## config.mk

```make
export PLATFORM = sky130hd
export DESIGN_NAME = mgtb_queue
export DESIGN_NICKNAME = d
export VERILOG_FILES = /design/src/mgtb_pkg.sv /design/src/mgtb_queue.sv
export SDC_FILE = /design/constraint.sdc
export NUM_CORES = 1
export LEC_CHECK = 0
export BUFFER_PORTS_ARGS = -buffer_cell sky130_fd_sc_hd__buf_2
export CAP_MARGIN = 20
export CORE_ASPECT_RATIO = 0.9
export CORE_MARGIN = 5
export CORE_UTILIZATION = 30
export DETAILED_ROUTE_END_ITERATION = 16
export SKIP_LAST_GASP = 1
export SLEW_MARGIN = 20
export SYNTH_ARGS = -nofsm -noshare
export SYNTH_HDL_FRONTEND = slang
export SYNTH_SLANG_ARGS = --single-unit
export TNS_END_PERCENT = 10
```

## constraint.sdc

```tcl
create_clock -name clk -period 5.2 [get_ports clk]
set_input_delay 0.26 -clock clk [delete_from_list [all_inputs] [get_ports clk]]
set_output_delay 0.26 -clock clk [all_outputs]
set_load 0.01 [all_outputs]
```

## src/mgtb_pkg.sv

```systemverilog
// shared types, codes and defaults of the microbial ga tournament breed unit
package mgtb_pkg;

    // default sizes
    localparam int unsigned POP_SIZE_DEF   = 128;
    localparam int unsigned NUM_GENES_DEF  = 32;
    localparam int unsigned GENE_WIDTH_DEF = 16;

    // depth of the queue between front and back
    localparam int unsigned QUEUE_DEPTH = 2;

    // configuration port
    localparam int unsigned CFG_INDEX_W = 2;
    localparam int unsigned CFG_DATA_W  = 15;
    localparam logic [CFG_INDEX_W-1:0] CFG_REC_THR  = 2'd0;
    localparam logic [CFG_INDEX_W-1:0] CFG_MUT_THR  = 2'd1;
    localparam logic [CFG_INDEX_W-1:0] CFG_MUT_STEP = 2'd2;

    // register reset values
    localparam logic [9:0]  REC_THR_RST  = 10'd500;
    localparam logic [9:0]  MUT_THR_RST  = 10'd100;
    localparam logic [14:0] MUT_STEP_RST = 15'd128;

    // command codes
    localparam logic [2:0] CMD_WR_GENE = 3'd0;
    localparam logic [2:0] CMD_WR_FIT  = 3'd1;
    localparam logic [2:0] CMD_RD_GENE = 3'd2;
    localparam logic [2:0] CMD_TOURN   = 3'd3;
    localparam logic [2:0] CMD_BREED   = 3'd4;

    // status codes
    localparam logic [1:0] ST_OK       = 2'd0;
    localparam logic [1:0] ST_SAME     = 2'd1;
    localparam logic [1:0] ST_NO_TOURN = 2'd2;
    localparam logic [1:0] ST_SAT      = 2'd3;

    // input word
    typedef struct packed {
        logic [2:0]         cmd;
        logic [6:0]         ind_a;
        logic [6:0]         ind_b;
        logic [4:0]         gene_index;
        logic signed [31:0] value;
        logic [9:0]         rec_draw;
        logic [9:0]         mut_draw;
        logic               mut_up;
    } item_t;

    // result word
    typedef struct packed {
        logic [6:0]         loser_index;
        logic signed [31:0] read_value;
        logic [1:0]         status;
    } result_t;

    // decoded operation
    typedef enum logic [2:0] {
        OP_WR_GENE,
        OP_WR_FIT,
        OP_RD_GENE,
        OP_TOURN,
        OP_BREED,
        OP_NOP
    } op_t;

    // classified word handed from front to back
    typedef struct packed {
        op_t                op;
        logic [6:0]         ind_a;
        logic [6:0]         ind_b;
        logic [4:0]         gene_index;
        logic signed [31:0] value;
        logic               sat;
        logic               same;
        logic               rec_hit;
        logic               mut_hit;
        logic               mut_up;
    } entry_t;

    // back sequencer states
    typedef enum logic {
        BK_IDLE,
        BK_EXEC
    } bk_state_t;

endpackage

```

## src/mgtb_queue.sv

```systemverilog
// small fifo of classified words between front and back
module mgtb_queue (
    input  logic             clk,
    input  logic             rst_n,
    input  logic             push,
    input  mgtb_pkg::entry_t entry_in,
    output logic             full,
    input  logic             pop,
    output mgtb_pkg::entry_t entry_out,
    output logic             empty
);

    localparam int unsigned PTRW = $clog2(mgtb_pkg::QUEUE_DEPTH);

    mgtb_pkg::entry_t slots [mgtb_pkg::QUEUE_DEPTH];
    logic [PTRW-1:0]  wr_ptr_reg;
    logic [PTRW-1:0]  wr_ptr_next;
    logic [PTRW-1:0]  rd_ptr_reg;
    logic [PTRW-1:0]  rd_ptr_next;
    logic [PTRW:0]    count_reg;
    logic [PTRW:0]    count_next;

    assign full      = (count_reg == (PTRW+1)'(mgtb_pkg::QUEUE_DEPTH));
    assign empty     = (count_reg == '0);
    assign entry_out = slots[rd_ptr_reg];

    // pointer and fill count update
    always_comb begin
        wr_ptr_next = wr_ptr_reg;
        rd_ptr_next = rd_ptr_reg;
        count_next  = count_reg;
        if (push) begin
            wr_ptr_next = wr_ptr_reg + 1'b1;
        end
        if (pop) begin
            rd_ptr_next = rd_ptr_reg + 1'b1;
        end
        if (push && !pop) begin
            count_next = count_reg + 1'b1;
        end else if (pop && !push) begin
            count_next = count_reg - 1'b1;
        end
    end

    always_ff @(posedge clk or negedge rst_n) begin
        if (!rst_n) begin
            wr_ptr_reg <= '0;
            rd_ptr_reg <= '0;
            count_reg  <= '0;
        end else begin
            wr_ptr_reg <= wr_ptr_next;
            rd_ptr_reg <= rd_ptr_next;
            count_reg  <= count_next;
        end
    end

    // storage
    always_ff @(posedge clk) begin
        if (push) begin
            slots[wr_ptr_reg] <= entry_in;
        end
    end

endmodule

```

# --- Yosys cells after proc, flatten, opt, wreduce, memory -nomap -nowiden ---
# Memories as Yosys holds them, arrays and structs flattened.
# Cells that the tools add are included.
# W data, S select, Z words.
totals:
  reg_bits: 4
  latch_bits: 0
  ramBits: 118
  mem_bits_ro: 0
  inputBits: 63
  out_inout_bits: 61
  elab_cells: 19
  memories: 1
mem_list:
  columns: ["name", "depth", "word_bits", "read_ports", "rd_clocked_by_memory_dff", "write_ports", "line", "text"]
  rows:
  - ["slots", 2, 59, 1, 0, 1, "mgtb_queue.sv:15", "mgtb_pkg::entry_t slots [mgtb_pkg::QUEUE_DEPTH];"]
classes:
  add_sub_neg: 4
  multipliers: 0
  div: 0
  order_cmp: 0
  n_eq_ne: 1
  shifts: 0
  n_mux: 4
  bitwise_logic: 0
  reduce_logical: 6
op_table:
  columns: ["operator", "n"]
  rows:
  - ["$mux W2", 2]
  - ["$add A1 B1 Y1 const B", 2]
  - ["$add A2 B1 Y2 const B", 1]
  - ["$eq A2 B2 Y1 const B", 1]
  - ["$logic_and A1 B1 Y1", 2]
  - ["$logic_not A1 Y1", 2]
  - ["$logic_not A2 Y1", 1]
  - ["$mux W1", 2]
  - ["$reduce_bool A2 Y1", 1]
  - ["$sub A2 B1 Y2 const B", 1]

# --- Longest topological paths before layout ---
# Gate-level depths: netlist of the first run.
depth:
  word_depth: 4
  ltp_mapped: 5
  ltp_nobuf: 5

# --- Worst setup path before layout of the first run ---
# OpenSTA, ideal clock, no wires.
synth_path:
  kind: "register to register"
  start: "reg wr_ptr_reg"
  end: "mem slots[0][0] (netlist bit), enable pin"
  setup_time_ns: 0.483
  arrival_time_ns: 3.028
  path_slack_ns: 1.689
  stages_incl_launch_ff: 2
  synth_period_minus_slack_ns: 3.511
  cell_sequence: "dfrtp_1 -> nor2b_1"
synth_lines:
  columns: ["element", "line", "text"]
  rows:
  - ["from (decl)", "mgtb_queue.sv:16", "logic [PTRW-1:0] wr_ptr_reg;"]
  - ["from (signal assigned)", "mgtb_queue.sv:51", "wr_ptr_reg <= wr_ptr_next;"]
  - ["to (decl)", "mgtb_queue.sv:15", null]
# No word-level cell before the write port.

==> flow_metrics.env, run 1 <==
export IMPL_outcome="complete, no violations"
export IMPL_critPathKind="flop to primary output"
export IMPL_synthTopCellsByArea="edfxtp_1 (75%), mux2_4 (19%), buf_12 (2.5%)"
export IMPL_rows=43
export IMPL_worstSetupStartpointType="flop"
export IMPL_max_cap_viol_count=0
export IMPL_cp_end_kind="primary output"
export IMPL_clock_sinks=122
export IMPL_power_density_nw_per_um2=579.2
export IMPL_drtPass1Iterations=4
export IMPL_grt_pass1_vias=2522
export IMPL_netlist_instances=200
export IMPL_ys_types=12
export IMPL_syn_to_final_growth_pct=29.73
export IMPL_routabilityCongestion=0.6743
export IMPL_period_share_pct=43.41
export IMPL_max_freq_mhz=443.0
export IMPL_drtAntennaViolNets=0
export IMPL_grt_max_degree=61
export IMPL_largest_register_ffs=118
export IMPL_async_flop_share_pct=3.279
export IMPL_wl_per_cell_um=15.49
export IMPL_finalSetupTns_ns=0
export IMPL_fin_crit_ns=2.257
export IMPL_critPathMaxFanout=36
export IMPL_power_total_mw=3.567
export IMPL_synth_area_per_cell_um2=23.74
export IMPL_grt_setup_unrepaired="no"
export IMPL_yosys_area_top_type_share_pct=74.64
export IMPL_worst_clock_skew_ns=0.005062
export IMPL_synth_area_mux_share_pct=18.66
export IMPL_synth_compound_area_share_pct=0
export IMPL_maxSlewHeadroom_pct=51.85
export IMPL_slowest_delay_ns=0.75
export IMPL_drv_slew=0
export IMPL_dr_total_vias=2271
export IMPL_clock_latency_ns=0.40
export IMPL_dp_cells=520
export IMPL_min_path_type="primary input to flop"
export IMPL_synth_top_family_by_area="multiplexers"
export IMPL_cts_tree="done"
export IMPL_synth_simple_gate_area_share_pct=0.5535
export IMPL_drcViolationCount=0
export IMPL_grtUsageTotal_pct=9.751
export IMPL_clk_pin_slew_ns=0.05
export IMPL_viasPerCell=4.092
export IMPL_grt_pass1_wl_mm=13.20
export IMPL_antenna_found_initial=1
export IMPL_routed_wl_mm=8.595
export IMPL_ctsHtreeMaxLevel=4
export IMPL_die_h_um=129.3
export IMPL_yosys_register_bits=122
export IMPL_synthesis_area_um2=4747
export IMPL_drive_above_1_share_pct=61.36
export IMPL_synth_top_area_cell="edfxtp_1"
export IMPL_finalInstanceArea_um2=6158
export IMPL_cts_root_buffer="clkbuf_16"
export IMPL_setup_viol=0
export IMPL_ir_drop_uv=302.2
export IMPL_fp_dieArea_um2=18440
export IMPL_synthAdderAreaFrac_pct=0.2636
export IMPL_fillers=1414
export IMPL_coreArea_um2=15490
export IMPL_worstPathCellList="buf_16 -> mux2_4 -> buf_2"
export IMPL_hpwl_mm=5.667
export IMPL_synth_edf_count=118
export IMPL_final_nets=403
export IMPL_die_x_um=142.6
export IMPL_synth_xor_area_share_pct=0.9225
export IMPL_cp_required_ns=4.94
export IMPL_arrival_ns=2.00
export IMPL_worst_pin_slew_ns=0.7207
export IMPL_cp_slowest_cell="dfrtp_4"
export IMPL_synth_yosys_seq_area_share_pct=76.75
export IMPL_start_util_pct=30.64
export IMPL_cts_made_buffers=17
export IMPL_instances_no_fill=555
export IMPL_p_leak_nw=2.489
export IMPL_critPathTopFamily="flip-flops"
export IMPL_synth_most_common_cell="edfxtp_1"
export IMPL_fin_util_pct=39.74
export IMPL_post_place_ws_ns=3.160
export IMPL_cts_resized=0
export IMPL_clockBufferDepth=2
export IMPL_ys_dominant_reg_cell="edfxtp_1"
export IMPL_grt_ovfl_total=0
export IMPL_hold_viol_final=0
export IMPL_io_pins=124
export IMPL_setup_slack_ns=2.943
export IMPL_synth_fp_nets=264
export IMPL_cts_setup_buffers=0
export IMPL_yosysWarnings=0
export IMPL_drtIter0Drc=84
export IMPL_port_buffers=123
export IMPL_synth_commonest_cells="edfxtp_1 (118), mux2_4 (59), buf_12 (6)"
export IMPL_placed_area_um2=5512
export IMPL_critPathBufInv=2
export IMPL_whs_ns=0.04279
==> cells by family (layout without fill, tap and decap cells) <==
logic type,after synthesis,count (layout)
mux,59,59
fa+ha+maj,1,1
flops,122,122
other cells,0,1
simple gates,5,5
buf+inv,8,160
xor+xnor,5,5
==> worst register-to-register path: stages, from the launching register on <==
cell and delay [ns]:
dfrtp_1 0.42, nor2b_4 0.60, buf_4 0.58
==> per-layer routing <==
metal | vias to the layer above | part of all wire (%) | global-route usage, %
met5 | - | 0 | 0
met2 | 73 | 51 | 16.24
met1 | 1118 | 39 | 10.31
met4 | 0 | 1.9 | 5.534
met3 | 11 | 8.2 | 4.354
li1 | 1069 | - | -
==> where the power goes <==
group / switching (mW) / leakage (nW) / internal, mW
registers: 0.109 / 1.15 / 1.31
clock network: 0.399 / 0.289 / 0.791
logic: 0.440 / 1.05 / 0.517
==> cells in the final DEF (no fill, tap or decap), types with 2 or more instances in the layout <==
master / instances
edfxtp_1: 118
buf_4: 2
clkinv_2: 3
clkinvlp_4: 3
xor2_1: 4
bufinv_16: 4
nor2_1: 2
mux2_4: 59
dfrtp_1: 3
clkbuf_16: 17
buf_2: 123
clkinv_1: 4
==> worst paths after layout <==
path	startpoint	endpoint	slack (ns)	cells past startpoint
worst max-delay path	rd_ptr_reg$_DFFE_PN0P_	entry_out[19]	2.94	3
min in group asynchronous	rst_n	count_reg[1]$_DFFE_PN0P_	0.18	2
worst min-delay path	entry_in[34]	slots[0][34]$_DFFE_PP_	0.04	1
max in group asynchronous	rst_n	rd_ptr_reg$_DFFE_PN0P_	4.89	2
worst max register to register	wr_ptr_reg$_DFFE_PN0P_	slots[0][22]$_DFFE_PP_	3.22	2
worst min register to register	count_reg[1]$_DFFE_PN0P_	count_reg[1]$_DFFE_PN0P_	0.49	1
==> layout make-up <==
class	count	area [um^2]	share of cell area [%]
tap	202	252.7	4.104
sequential	122	3647	59.22
inverter	1	3.754	0.06095
clock buffer	17	425.4	6.908
antenna	1	2.502	0.04063
multi-input combinational	70	977.2	15.87
timing repair buffer	127	668.1	10.85
clock inverter	15	181.4	2.946
==> repair_timing <==
action	CTS	global route
endpoints found under the setup margin	0	0
hold buffers	1	0
endpoints found under the hold margin	4	0
No activity file was read; power rests on OpenSTA's default activity.
==> inputs of run 2 (changes only) <==
--- a/config.mk
+++ b/config.mk
@@ -5,6 +5,7 @@
 export SDC_FILE = /design/constraint.sdc
 export NUM_CORES = 1
 export LEC_CHECK = 0
+export ABC_AREA = 1
 export BUFFER_PORTS_ARGS = -buffer_cell sky130_fd_sc_hd__buf_2
 export CAP_MARGIN = 20
 export CORE_ASPECT_RATIO = 0.9
==> constraint.sdc (replaced) <==
create_clock -name clk -period 2.1 [get_ports clk]
set_input_delay 0.105 -clock clk [delete_from_list [all_inputs] [get_ports clk]]
set_output_delay 0.105 -clock clk [all_outputs]
set_load 0.01 [all_outputs]
==> flow_metrics.env, run 2 <==
export IMPL_outcome="complete, no violations"
export IMPL_p_leak_nw=2.764
export IMPL_clock_sinks=122
export IMPL_ctsHtreeMaxLevel=4
export IMPL_critPathMaxFanout=60
export IMPL_async_flop_share_pct=3.279
export IMPL_synth_fp_nets=273
export IMPL_synth_yosys_seq_area_share_pct=76.43
export IMPL_critPathKind="flop to primary output"
export IMPL_hpwl_mm=5.711
export IMPL_antenna_found_initial=0
export IMPL_cts_tree="done"
export IMPL_grtUsageMet1_pct=11.10
export IMPL_largest_register_ffs=118
export IMPL_routabilityCongestion=0.7201
export IMPL_ir_drop_uv=754.0
export IMPL_ys_types=13
export IMPL_min_path_type="primary input to asynchronous set/reset pin"
export IMPL_grt_util_met3_pct=3.616
export IMPL_grt_busiest_layer="met2"
export IMPL_final_nets=475
export IMPL_met2_usage_pct=16.38
export IMPL_drtAntennaViolNets=0
export IMPL_io_pins=124
export IMPL_grt_max_degree=61
export IMPL_fin_crit_ns=1.857
export IMPL_viasPerCell=4.073
export IMPL_clock_latency_ns=0.41
export IMPL_cp_end_kind="primary output"
export IMPL_cts_resized=0
export IMPL_synth_most_common_cell="edfxtp_1"
export IMPL_synth_top_area_cell="edfxtp_1"
export IMPL_drtPass1Iterations=4
export IMPL_port_buffers=123
export IMPL_arrival_ns=1.75
export IMPL_dp_cells=532
export IMPL_period_share_pct=88.41
export IMPL_ys_dominant_reg_cell="edfxtp_1"
export IMPL_fp_dieArea_um2=18520
export IMPL_grtUsageTotal_pct=9.942
export IMPL_max_freq_mhz=538.6
export IMPL_worst_pin_slew_ns=0.4917
export IMPL_maxSlewHeadroom_pct=67.22
export IMPL_layout_common_cells="buf_2 (123), edfxtp_1 (118), dlygate4sd3_1 (62), mux2_4 (59), clkbuf_16 (17)"
export IMPL_grt_setup_unrepaired="no"
export IMPL_worstSetupStartpointType="flop"
export IMPL_rows=43
export IMPL_worst_clock_skew_ns=0.002978
export IMPL_routed_wl_mm=8.951
export IMPL_syn_to_final_growth_pct=41.68
export IMPL_fillers=1384
export IMPL_clk_pin_slew_ns=0.05
export IMPL_die_h_um=129.6
export IMPL_yosysWarnings=0
export IMPL_postCtsHoldBufs=62
export IMPL_clockBufferDepth=2
export IMPL_drive_above_1_share_pct=50.47
export IMPL_grt_ovfl_total=0
export IMPL_wl_per_cell_um=14.30
export IMPL_netlist_instances=209
export IMPL_yosys_register_bits=122
export IMPL_antenna_cells=0
export IMPL_synth_commonest_cells="edfxtp_1 (118), mux2_4 (59), inv_1 (7)"
export IMPL_cts_setup_buffers=0
export IMPL_dr_total_vias=2550
export IMPL_hold_viol_final=0
export IMPL_die_x_um=142.9
export IMPL_cp_required_ns=2.00
export IMPL_cts_made_buffers=17
export IMPL_power_density_nw_per_um2=1301
export IMPL_grt_pass1_wl_mm=13.79
export IMPL_cts_root_buffer="clkbuf_16"
export IMPL_finalSetupTns_ns=0
export IMPL_grt_pass1_vias=2755
export IMPL_synth_edf_count=118
export IMPL_synthesis_area_um2=4767
export IMPL_coreArea_um2=15490
export IMPL_drtIter0Drc=158
export IMPL_multi_input_area_um2=973.4
export IMPL_start_util_pct=30.77
export IMPL_max_cap_viol_count=0
export IMPL_yosys_area_top_type_share_pct=74.33
export IMPL_synthTopCellsByArea="edfxtp_1 (74%), mux2_4 (19%), buf_12 (2.5%)"
export IMPL_final_seq_area_um2=3647
export IMPL_synth_area_per_cell_um2=22.81
export IMPL_instances_no_fill=626
export IMPL_drv_slew=0
export IMPL_final_common_cell="buf_2"
export IMPL_fin_util_pct=43.59
export IMPL_setup_viol=0
export IMPL_drcViolationCount=0
[run 2: critical path, cell delays in order, from the launching register on]
cell and delay (ns):
dfrtp_4 0.41, buf_12 0.37, mux2_4 0.35, buf_2 0.14
[run 2: worst paths after layout]
kind / startpoint / end / slack [ns] / cells after the start
worst max-delay path: rd_ptr_reg$_DFFE_PN0P_ / entry_out[50] / 0.24 / 3
worst min-delay path: rst_n / count_reg[1]$_DFFE_PN0P_ / 0.02 / 2
worst max register to register: wr_ptr_reg$_DFFE_PN0P_ / slots[0][22]$_DFFE_PP_ / 0.79 / 2
worst min register to register: count_reg[1]$_DFFE_PN0P_ / count_reg[1]$_DFFE_PN0P_ / 0.52 / 2
max in group asynchronous: rst_n / rd_ptr_reg$_DFFE_PN0P_ / 1.94 / 2
min in group clk: entry_in[8] / slots[0][8]$_DFFE_PP_ / 0.41 / 2
[run 2: per-layer routing]
layer | share of wire, % | up-vias
li1 | - | 1215
met2 | 50 | 85
met5 | 0 | -
met1 | 41 | 1235
met3 | 7.3 | 15
met4 | 1.7 | 0
[run 2: through the flow]
step / setup slack (ns) / area (um^2) / power [mW] / hold WS, ns
global placement: 0.6798 / 5565 / 5.970 / -0.08537
global route: 0.1832 / 6754 / 9.208 / 0.03717
finish: 0.2434 / 6754 / 8.785 / 0.02265
CTS: 0.2185 / 6754 / 8.948 / 0.004380
detailed placement: 0.6642 / 5565 / 6.013 / -0.08226
floorplan: 0.06981 / 4775 / 5.364 / -0.1906
[run 2: cell type report]
class                           instances  area share [%]
Clock buffer                           21           6.521
Sequential cell                       122           54.00
Multi-Input combinational cell         73           14.41
Tap cell                              202           3.742
Clock inverter                         11           1.890
Inverter                                7          0.3890
Timing Repair Buffer                  190           19.04
[run 2: cell families after synthesis]
group,count (synthesis),synth area share [%]
mux,59,18.58
buf+inv,14,3.307
flops,122,76.43
fa+ha+maj,1,0.2624
xor+xnor,3,0.5513
simple gates,10,0.8662
[run 2: where the power goes]
part           internal [mW]  switching, mW
Combinational           1.35           1.24
Sequential              3.24          0.138
Clock                   1.84          0.968
Total                   6.44           2.35
