===== config.mk =====
export PLATFORM = sky130hd
export DESIGN_NAME = mgtb_front
export DESIGN_NICKNAME = d
export VERILOG_FILES = /design/src/mgtb_pkg.sv /design/src/mgtb_front.sv
export SDC_FILE = /design/constraint.sdc
export NUM_CORES = 1
export LEC_CHECK = 0
export BUFFER_PORTS_ARGS = -buffer_cell sky130_fd_sc_hd__buf_2
export CORE_MARGIN = 1
export CORE_UTILIZATION = 39
export CTS_BUF_LIST = sky130_fd_sc_hd__clkbuf_8
export CTS_CLUSTER_DIAMETER = 40
export DETAILED_ROUTE_END_ITERATION = 10
export PLACE_DENSITY = 0.87
export SLEW_MARGIN = 20
export SYNTH_ARGS = -nofsm -noshare
export SYNTH_HDL_FRONTEND = slang
export SYNTH_SLANG_ARGS = --single-unit

===== constraint.sdc =====
create_clock -name clk -period 1.6 [get_ports clk]
set_clock_uncertainty 0.05 [all_clocks]
set_input_delay 0.16 -clock clk [delete_from_list [all_inputs] [get_ports clk]]
set_output_delay 0.16 -clock clk [all_outputs]
set_load 0.03 [all_outputs]

===== src/mgtb_pkg.sv =====
// shared types, codes and defaults of the microbial ga tournament breed unit
package mgtb_pkg;

    // default sizes
    localparam int unsigned POP_SIZE_DEF   = 128;
    localparam int unsigned NUM_GENES_DEF  = 32;
    localparam int unsigned GENE_WIDTH_DEF = 16;

    // depth of the queue between front and back
    localparam int unsigned QUEUE_DEPTH = 2;

    // configuration port
    localparam int unsigned CFG_INDEX_W = 2;
    localparam int unsigned CFG_DATA_W  = 15;
    localparam logic [CFG_INDEX_W-1:0] CFG_REC_THR  = 2'd0;
    localparam logic [CFG_INDEX_W-1:0] CFG_MUT_THR  = 2'd1;
    localparam logic [CFG_INDEX_W-1:0] CFG_MUT_STEP = 2'd2;

    // register reset values
    localparam logic [9:0]  REC_THR_RST  = 10'd500;
    localparam logic [9:0]  MUT_THR_RST  = 10'd100;
    localparam logic [14:0] MUT_STEP_RST = 15'd128;

    // command codes
    localparam logic [2:0] CMD_WR_GENE = 3'd0;
    localparam logic [2:0] CMD_WR_FIT  = 3'd1;
    localparam logic [2:0] CMD_RD_GENE = 3'd2;
    localparam logic [2:0] CMD_TOURN   = 3'd3;
    localparam logic [2:0] CMD_BREED   = 3'd4;

    // status codes
    localparam logic [1:0] ST_OK       = 2'd0;
    localparam logic [1:0] ST_SAME     = 2'd1;
    localparam logic [1:0] ST_NO_TOURN = 2'd2;
    localparam logic [1:0] ST_SAT      = 2'd3;

    // input word
    typedef struct packed {
        logic [2:0]         cmd;
        logic [6:0]         ind_a;
        logic [6:0]         ind_b;
        logic [4:0]         gene_index;
        logic signed [31:0] value;
        logic [9:0]         rec_draw;
        logic [9:0]         mut_draw;
        logic               mut_up;
    } item_t;

    // result word
    typedef struct packed {
        logic [6:0]         loser_index;
        logic signed [31:0] read_value;
        logic [1:0]         status;
    } result_t;

    // decoded operation
    typedef enum logic [2:0] {
        OP_WR_GENE,
        OP_WR_FIT,
        OP_RD_GENE,
        OP_TOURN,
        OP_BREED,
        OP_NOP
    } op_t;

    // classified word handed from front to back
    typedef struct packed {
        op_t                op;
        logic [6:0]         ind_a;
        logic [6:0]         ind_b;
        logic [4:0]         gene_index;
        logic signed [31:0] value;
        logic               sat;
        logic               same;
        logic               rec_hit;
        logic               mut_hit;
        logic               mut_up;
    } entry_t;

    // back sequencer states
    typedef enum logic {
        BK_IDLE,
        BK_EXEC
    } bk_state_t;

endpackage


===== src/mgtb_front.sv =====
// front end: configuration registers, index folding, clamping and command decode
module mgtb_front #(
    parameter int unsigned POP_SIZE   = mgtb_pkg::POP_SIZE_DEF,
    parameter int unsigned NUM_GENES  = mgtb_pkg::NUM_GENES_DEF,
    parameter int unsigned GENE_WIDTH = mgtb_pkg::GENE_WIDTH_DEF
) (
    input  logic                              clk,
    input  logic                              rst_n,
    input  logic                              item_valid,
    output logic                              item_stall,
    input  mgtb_pkg::item_t                   item_word,
    input  logic                              cfg_valid,
    output logic                              cfg_ready,
    input  logic [mgtb_pkg::CFG_INDEX_W-1:0]  cfg_index,
    input  logic [mgtb_pkg::CFG_DATA_W-1:0]   cfg_data,
    input  logic                              q_full,
    output logic                              q_push,
    output mgtb_pkg::entry_t                  q_entry,
    output logic [14:0]                       mut_step
);

    localparam longint GENE_HI_L = (longint'(1) << (GENE_WIDTH - 1)) - 1;
    localparam logic signed [32:0] GENE_HI = 33'(GENE_HI_L);
    localparam logic signed [32:0] GENE_LO = 33'(-GENE_HI_L - 1);

    logic [9:0]  rec_thr_reg;
    logic [9:0]  mut_thr_reg;
    logic [14:0] mut_step_reg;

    logic [6:0] ind_fold [128];
    logic [4:0] gene_fold [32];

    logic signed [32:0] value_ext;
    logic signed [31:0] gene_clamped;
    logic               gene_sat;
    logic [6:0]         fa;
    logic [6:0]         fb;

    // configuration registers, always ready
    assign cfg_ready = 1'b1;
    assign mut_step  = mut_step_reg;

    always_ff @(posedge clk or negedge rst_n) begin
        if (!rst_n) begin
            rec_thr_reg  <= mgtb_pkg::REC_THR_RST;
            mut_thr_reg  <= mgtb_pkg::MUT_THR_RST;
            mut_step_reg <= mgtb_pkg::MUT_STEP_RST;
        end else if (cfg_valid) begin
            unique case (cfg_index)
                mgtb_pkg::CFG_REC_THR:  rec_thr_reg  <= cfg_data[9:0];
                mgtb_pkg::CFG_MUT_THR:  mut_thr_reg  <= cfg_data[9:0];
                mgtb_pkg::CFG_MUT_STEP: mut_step_reg <= cfg_data[14:0];
                default: ;
            endcase
        end
    end

    // constant folding tables for out-of-range indices
    for (genvar i = 0; i < 128; i++) begin : g_ind_fold
        localparam int unsigned FOLDED = i % POP_SIZE;
        assign ind_fold[i] = 7'(FOLDED);
    end

    for (genvar j = 0; j < 32; j++) begin : g_gene_fold
        localparam int unsigned FOLDED = j % NUM_GENES;
        assign gene_fold[j] = 5'(FOLDED);
    end

    assign fa = ind_fold[item_word.ind_a];
    assign fb = ind_fold[item_word.ind_b];

    // clamp a written gene to the gene range
    assign value_ext = {item_word.value[31], item_word.value};

    always_comb begin
        gene_sat     = 1'b0;
        gene_clamped = item_word.value;
        if (value_ext > GENE_HI) begin
            gene_sat     = 1'b1;
            gene_clamped = 32'(GENE_HI);
        end else if (value_ext < GENE_LO) begin
            gene_sat     = 1'b1;
            gene_clamped = 32'(GENE_LO);
        end
    end

    // push into the queue whenever it has room
    assign item_stall = q_full;
    assign q_push     = item_valid && !q_full;

    // command decode and classification
    always_comb begin
        q_entry.ind_a      = fa;
        q_entry.ind_b      = fb;
        q_entry.gene_index = gene_fold[item_word.gene_index];
        q_entry.value      = item_word.value;
        q_entry.sat        = gene_sat;
        q_entry.same       = (fa == fb);
        q_entry.rec_hit    = item_word.rec_draw < rec_thr_reg;
        q_entry.mut_hit    = item_word.mut_draw < mut_thr_reg;
        q_entry.mut_up     = item_word.mut_up;
        unique case (item_word.cmd)
            mgtb_pkg::CMD_WR_GENE:
            begin
                q_entry.op    = mgtb_pkg::OP_WR_GENE;
                q_entry.value = gene_clamped;
            end
            mgtb_pkg::CMD_WR_FIT:  q_entry.op = mgtb_pkg::OP_WR_FIT;
            mgtb_pkg::CMD_RD_GENE: q_entry.op = mgtb_pkg::OP_RD_GENE;
            mgtb_pkg::CMD_TOURN:   q_entry.op = mgtb_pkg::OP_TOURN;
            mgtb_pkg::CMD_BREED:   q_entry.op = mgtb_pkg::OP_BREED;
            default:               q_entry.op = mgtb_pkg::OP_NOP;
        endcase
    end

endmodule


# --- After elaboration in Yosys (flattened, before gate mapping) ---
# Memory sizes are Yosys's and may differ from the RTL's.
# Index checks and enable logic that the tools add are counted.
totals:
  ramBits: 0
  latchBits: 0
  out_inout_bits: 77
  in_bits: 97
  romBits: 1952
  regBits: 35
  mem_count: 3
op_classes:
  eq_ne: 7
  n_addsub: 0
  bitwise: 3
  mul: 0
  reduce_logical: 7
  div_mod_pow: 0
  shift: 0
  n_mux: 12
  magnitude_cmp: 7
mem_list:
  columns: ["memory", "words", "word_bits", "rd", "rd_clocked_by_memory_dff", "write_ports", "line", "rtl"]
  rows:
  - ["(name not given)", 128, 7, 1, 0, 0, "mgtb_front.sv:70", "assign fb = ind_fold[item_word.ind_b];"]
  - ["(name not given)", 128, 7, 1, 0, 0, "mgtb_front.sv:69", "assign fa = ind_fold[item_word.ind_a];"]
  - ["(name not given)", 32, 5, 1, 0, 0, "mgtb_front.sv:95", "q_entry.gene_index = gene_fold[item_word.gene_index];"]
ops:
  columns: ["op", "n"]
  rows:
  - ["2-to-1 mux 32 bit", 3]
  - ["> comparator 32 x 16 -> 1 bit (second input constant)", 1]
  - ["< comparator 32 x 16 -> 1 bit (second input constant)", 1]
  - ["2-to-1 mux 7 bit", 4]
  - ["< comparator 10 bit", 2]
  - [">= comparator 8 bit (second input constant)", 2]
  - ["inverter 7 -> 8 bit", 2]
  - ["case mux 3 bit (5 select lines)", 1]
  - ["2-to-1 mux 5 bit", 2]
  - ["== test 7 bit", 1]
  - ["== test 3 x 2 -> 1 bit (second input constant)", 2]
  - [">= comparator 6 bit (second input constant)", 1]
  - ["inverter 5 -> 6 bit", 1]
  - ["AND reduction 2 bit", 3]
  - ["== test 3 x 1 -> 1 bit (second input constant)", 1]
  - ["== test 3 bit (second input constant)", 1]
  - ["zero test 3 bit", 1]
  - ["== test 2 x 1 -> 1 bit (second input constant)", 1]
  - ["== test 2 bit (second input constant)", 1]
  - ["zero test 2 bit", 1]
  - ["2-to-1 mux 1 bit", 2]
  - ["logical AND 1 bit", 1]
  - ["zero test 1 bit", 1]

# --- Depth between registers and ports, before layout ---
# Gate-level depths: netlist of the first run.
logic_depth:
  ltp_word: 5
  depth_mapped: 8
  ltp_nobuf: 7

# --- Least setup slack after synthesis of the first run ---
# OpenSTA, ideal clock, no wires.
synth_path:
  kind: "register -> output"
  from: "register rec_thr_reg[7]"
  to: "output q_entry[2] (netlist bit)"
  arrival_ns: 1.667
  required_ns: 1.390
  stages_incl_launch_ff: 5
  setup_slack_ns: -0.277
  cell_sequence: "dfstp_2 > inv_1 > ha_1 > a2111o_1 > o22ai_1"
synth_lines:
  columns: ["element", "line", "rtl"]
  rows:
  - ["start, declared", "mgtb_front.sv:26", "logic [9:0] rec_thr_reg;"]
  - ["start signal, assigned", "mgtb_front.sv:45", "rec_thr_reg <= mgtb_pkg::REC_THR_RST;"]
  - ["start signal, assigned", "mgtb_front.sv:50", "mgtb_pkg::CFG_REC_THR: rec_thr_reg <= cfg_data[9:0];"]
  - ["end, declared", "mgtb_front.sv:18", "output mgtb_pkg::entry_t q_entry,"]

==> results of run 1 <==
==> power breakdown <==
group          total (mW)  switching [mW]  internal (mW)
sequential           1.16          0.0759           1.08
clock               0.782           0.324          0.458
combinational        1.64           0.897          0.743
total                3.58            1.30           2.28
==> cell families after synthesis <==
group	after synthesis	share of synthesized area, %
other	1	0.152
DFF	35	36.0
muxes	26	11.9
xor gates and xnor gates	7	2.49
adders and majority gates	19	9.64
and+or+nand+nor	68	14.3
AOI/OAI and AO/OA	43	12.6
buffers and inverters	52	12.9
==> worst paths after layout <==
path / startpoint / to / slack, ns / cells after the start
max reg2reg: rec_thr_reg[4] / rec_thr_reg[4] / 0.50 / 4
min in group asynchronous: rst_n / mut_step[13] / 0.39 / 3
min: cfg_data[11] / mut_step[11] / 0.04 / 2
max in group asynchronous: rst_n / rec_thr_reg[8] / 0.76 / 3
min reg2reg: mut_step[14] / mut_step[14] / 0.45 / 1
max: item_word[49] / q_entry[6] / -0.41 / 11
==> layout make-up <==
type	count	area [um^2]
multi-input combinational	164	1760
sequential	35	888
timing repair buffer	190	1360
fill	393	1740
clock buffer	5	68.8
inverter	19	71.3
tap	75	93.8
clock inverter	3	41.3
==> cells in the mapped netlist (2+ instances only) <==
master	instances	area share, %
dfrtp_1	25	25
o22ai_1	2	0.51
inv_1	19	2.9
a211oi_1	2	0.61
nor2b_1	2	0.51
buf_4	26	7.9
or3b_2	2	0.71
a2111o_1	2	0.91
and2_1	2	0.51
nor4_1	6	1.5
buf_6	3	1.4
o211ai_1	2	0.61
o21a_1	20	6.1
o21ai_0	9	1.8
xnor2_1	4	1.4
a31oi_1	2	0.51
dfstp_2	10	11
o2111ai_1	2	0.71
nand2_1	43	6.5
mux2_2	26	12
buf_2	2	0.41
xor2_1	3	1.1
nand4_1	6	1.5
ha_1	19	9.6
==> what timing repair did <==
action,in CTS,in global routing
pin swaps,28,17
setup endpoints to repair,35,35
hold buffers,1,0
hold endpoints to repair,25,0
buffers inserted,2,0
cloned,2,0
gates resized for setup,129,15
==> metal layers <==
layer,up-vias,track usage [%],routed length (um)
met5,-,0,0
met4,0,13.6,392
met3,37,5.00,657
met2,128,52.4,5030
met1,1273,24.2,3070
li1,1168,-,-
==> results.md, run 1 <==
* Status: finished with violations
* Failing checks: setup timing
* Slowest-stage cell, CP: ha_4
* Worst setup path class: input pin to output pin
* Startpoint types: input pin
* Sequential element share of the synthesized area at 36.0%
* Seq cells post-synth at 35
* Non-Filler Instances at 491
* Root buf cell: clkbuf_8
* Clk_lat worst skew at 0.29 ns
* Antenna diodes at 0
* CTS Buffer Depth at 2
* ANT nets after route at 0
* H-tree Lvls at 2
* Post-place instance area at 3530 um^2
* Endpoint class of the critical path: output pin
* Main synth FF type: dfrtp_1
* # port buffers at 160
* Antenna violations before repair at 0
* Final period util at 125%
* CTS Sinks at 35
* Post-placement cell count at 478
* TNS Setup at -12.64 ns
* Placement Rows at 28
* Max-Cap Viols at 0
* CORE AREA at 6030 um^2
* Fin util at 71.1%
* DRT Pass-1 Iters at 4
* WP data required at 1.39 ns
* Syn Nets at 367
* Vias in the first global route at 2807
* Dpl ws at -0.418 ns
* Die outline area at 6650 um^2
* Synth cell types at 36
* Synth Instances at 251
* Max reg flops at 15
* Post-synth EDFFs at 0
* CP Cell Sequence: buf_6 > nand4_1 > nor4_2 > nand4_1 > ha_4 > buf_6 > nand2_8 > buf_16 > nand2_4 > nand2_2 > buf_6
* Num CTS Buffers at 5
* Final-stage net count at 531
* DRC viols at 0
* Most frequent CP cell: buf_6
* Maximum vdd drop at 0.780 mV
* Clock transition at path regs at 0.08 ns
* Routed WL at 9.15 mm
* Max FO, Critical Path at 7
* Post-Syn Area at 2470 um^2
* Pin count of the biggest net entering global routing at 36
* Die width at 81.5 um
* Worst path bufs/invs at 4
* Die H at 81.5 um
* WP data arrival at 1.80 ns
* Worst path max stage delay at 0.34 ns
* Post-DR wirelength/cell at 18.6 um
* GP Congestion at 0.735
* Min cycle time layout at 2.01 ns
* Final std cell area, no fill at 4290 um^2
* Share of layout cells above drive strength 1 at 74.0%
* Leak Pwr at 2.07 nW
* CTS tree: done
* Layout area overhead at 73.8%
* FFs w/ async S/R, synth at 100%
* RSZ-0062 raised after global routing: yes
* Most frequent cells in the layout: buf_2, buf_6, mux2_2, nand2_4, dfrtp_1
* Final HPWL DP at 5.77 mm
* CP delay by family, top: simple AND/OR/NAND/NOR gates
* Final setup fails at 35
* Vias per cell at 5.31
* Initial Utilization at 40.9%
* Worst min path class: input pin to flop
* Yosys warns at 0
* Final hold vios at 0
* I/O Pins at 174
* Final Max Slew Viols at 0
* Iteration-0 DRC Markers at 109
* First-pass GRT wire length at 12.8 mm
* GR Overflow Total at 0
* Via count at 2606
* Commonest non-fill, non-tap cell in the layout: buf_2
* Worst hold slack at 0.0442 ns
* Fmax at 0.498 GHz
* Overall Global Routing Usage at 26.0%
* PD cells at 834 nW/um^2
* Final WS setup at -0.406 ns
* Total Power at 3.58 mW
* Syn avg cell area at 9.83 um^2
Note: power is estimated with default switching activity, not from simulation.
==> run 2, diff against run 1 <==
--- a/config.mk
+++ b/config.mk
@@ -12,7 +12,7 @@
 export CTS_CLUSTER_DIAMETER = 40
 export DETAILED_ROUTE_END_ITERATION = 10
 export PLACE_DENSITY = 0.87
-export SLEW_MARGIN = 20
+export RECOVER_POWER = 50
 export SYNTH_ARGS = -nofsm -noshare
 export SYNTH_HDL_FRONTEND = slang
 export SYNTH_SLANG_ARGS = --single-unit
==> run 2 against run 1 <==
Net effect:
- the flow still finishes with violations (setup timing)
- clock power about the same
- clock-buffer cell count unchanged
- sequential share of layout area up 0.21 points
- final area is 1.0% lower
- fmax is 0.54% lower
- global-route usage stayed put
- non-clock buffer count did not move
- critical path type unchanged
- critical endpoint unchanged
- highest routed layer unchanged
==> results.md, run 2 (synthesis results as in run 1) <==
* CTS Sinks at 35
* Commonest non-fill, non-tap cell in the layout: buf_2
* CP Cell Sequence: buf_6 > nand4_1 > nor4_2 > nand4_1 > ha_4 > buf_6 > nand2_8 > buf_16 > nand2_4 > nand2_2 > buf_6
* GP Congestion at 0.735
* TNS Setup at -12.94 ns
* Worst setup path class: input pin to output pin
* I/O Pins at 174
* Via count at 2620
* Slew HR at 42.6%
* Post-DR wirelength/cell at 18.7 um
* CORE AREA at 6030 um^2
* Tightest Pin Transition at 0.861 ns
* Die width at 81.5 um
* R2R cell count at 4
* DRC viols at 0
* Die outline area at 6650 um^2
* Final period util at 126%
* Final Max Slew Viols at 0
* Final HPWL DP at 5.77 mm
* Vias per cell at 5.34
* Maximum vdd drop at 0.781 mV
* Placement Rows at 28
* First-pass GRT wire length at 12.8 mm
* Startpoint types: input pin
* Max reg flops at 15
* Max-Cap Viols at 0
* Worst hold stages at 2
* Final WS setup at -0.417 ns
* CTS tree: done
* # port buffers at 160
* WP data arrival at 1.81 ns
* Fin util at 70.4%
* Failing checks: setup timing
* Root buf cell: clkbuf_8
* RSZ-0062 raised after global routing: yes
* Endpoint class of the critical path: output pin
* Antenna violations before repair at 0
* Final-stage net count at 531
* Routed WL at 9.19 mm
* DRT Pass-1 Iters at 4
* Most frequent cells in the layout: buf_2, buf_6, mux2_2, nand2_4, dfrtp_1
* Num CTS Buffers at 5
* Vias in the first global route at 2807
* Worst min path class: input pin to flop
* Die H at 81.5 um
* Iteration-0 DRC Markers at 91
* R2R Setup Slk at 0.50 ns
* Most frequent CP cell: buf_6
* Layout area overhead at 72.0%
* ANT nets after route at 0
* Max FO, Critical Path at 7
* Status: finished with violations
* Antenna diodes at 0
* Share of layout cells above drive strength 1 at 69.0%
* Final setup fails at 35
* Final hold vios at 0
* Pin count of the biggest net entering global routing at 36
* Total Power at 3.57 mW
* WP data required at 1.39 ns
* Clock transition at path regs at 0.08 ns
* Filler cells at 412
* GR Overflow Total at 0
* Min cycle time layout at 2.02 ns
* Initial Utilization at 40.9%
* CTS Buffer Depth at 2
* H-tree Lvls at 2
* Clk_lat worst skew at 0.29 ns
* Overall Global Routing Usage at 26.0%
* PD cells at 841 nW/um^2
* Worst path max stage delay at 0.34 ns
* Worst hold slack at 0.0434 ns
* Fmax at 0.496 GHz
* Slowest-stage cell, CP: ha_4
* Leak Pwr at 2.00 nW
==> run 2: cell types whose count changed in the layout (fill, tap and decap cells not counted) <==
cell,change
buf_4,-3
nor3b_1,+1
clkbuf_1,+20
buf_2,-19
clkbuf_2,+2
nor3b_4,-1
==> run 2: final timing paths <==
check                                 end      startpoint
min in group asynchronous    mut_step[13]           rst_n
hold reg to reg              mut_step[14]    mut_step[14]
hold / removal               mut_step[11]    cfg_data[11]
setup reg to reg           rec_thr_reg[4]  rec_thr_reg[4]
max in group asynchronous     mut_step[8]           rst_n
setup / recovery               q_entry[6]   item_word[50]
==> run 2: cell type report <==
| cell class | count | area (um^2) | share of cell area, % |
|---|---|---|---|
| Multi-Input combinational cell | 164 | 1750 | 41.3 |
| Timing Repair Buffer | 190 | 1330 | 31.3 |
| Sequential cell | 35 | 888 | 20.9 |
| Tap cell | 75 | 93.8 | 2.21 |
| Inverter | 19 | 71.3 | 1.68 |
| Clock buffer | 5 | 68.8 | 1.62 |
| Clock inverter | 3 | 41.3 | 0.973 |
==> run 2: where the power goes <==
| part | leakage (nW) | internal [mW] | switching, mW |
|---|---|---|---|
| Sequential | 0.402 | 1.08 | 0.0765 |
| Clock | 0.0556 | 0.458 | 0.326 |
| Combinational | 1.55 | 0.731 | 0.896 |
| Total | 2.00 | 2.27 | 1.30 |
==> run 2: metrics by stage <==
stage                     setup WS (ns)  instances  instance area, um^2
final                            -0.417        491                 4240
after global routing             -0.448        491                 4240
after CTS                        -0.429        491                 4200
after detailed placement         -0.418        478                 3530
after global placement           -0.386        478                 3530
after floorplan                  -0.131        251                 2660
==> run 2: critical path: cells and delay by family <==
| kind | cells | cell delay (ns) |
|---|---|---|
| adders and majority gates | 1 | 0.34 |
| buffers and inverters | 4 | 0.52 |
| and+or+nand+nor | 6 | 0.79 |
==> run 2: per-layer routing <==
| layer | up-vias | routed length, um | track usage (%) |
|---|---|---|---|
| met1 | 1277 | 3100 | 24.2 |
| met5 | - | 0 | 0 |
| li1 | 1170 | - | - |
| met2 | 138 | 5050 | 52.4 |
| met3 | 35 | 680 | 5.00 |
| met4 | 0 | 354 | 13.6 |
==> run 2: repair_timing <==
item | CTS | global route
hold buffers | 1 | 0
cloned | 2 | 0
pin swaps | 28 | 17
setup endpoints to repair | 35 | 35
buffers inserted | 2 | 0
resized for setup | 129 | 15
endpoints found under the hold margin | 25 | 0
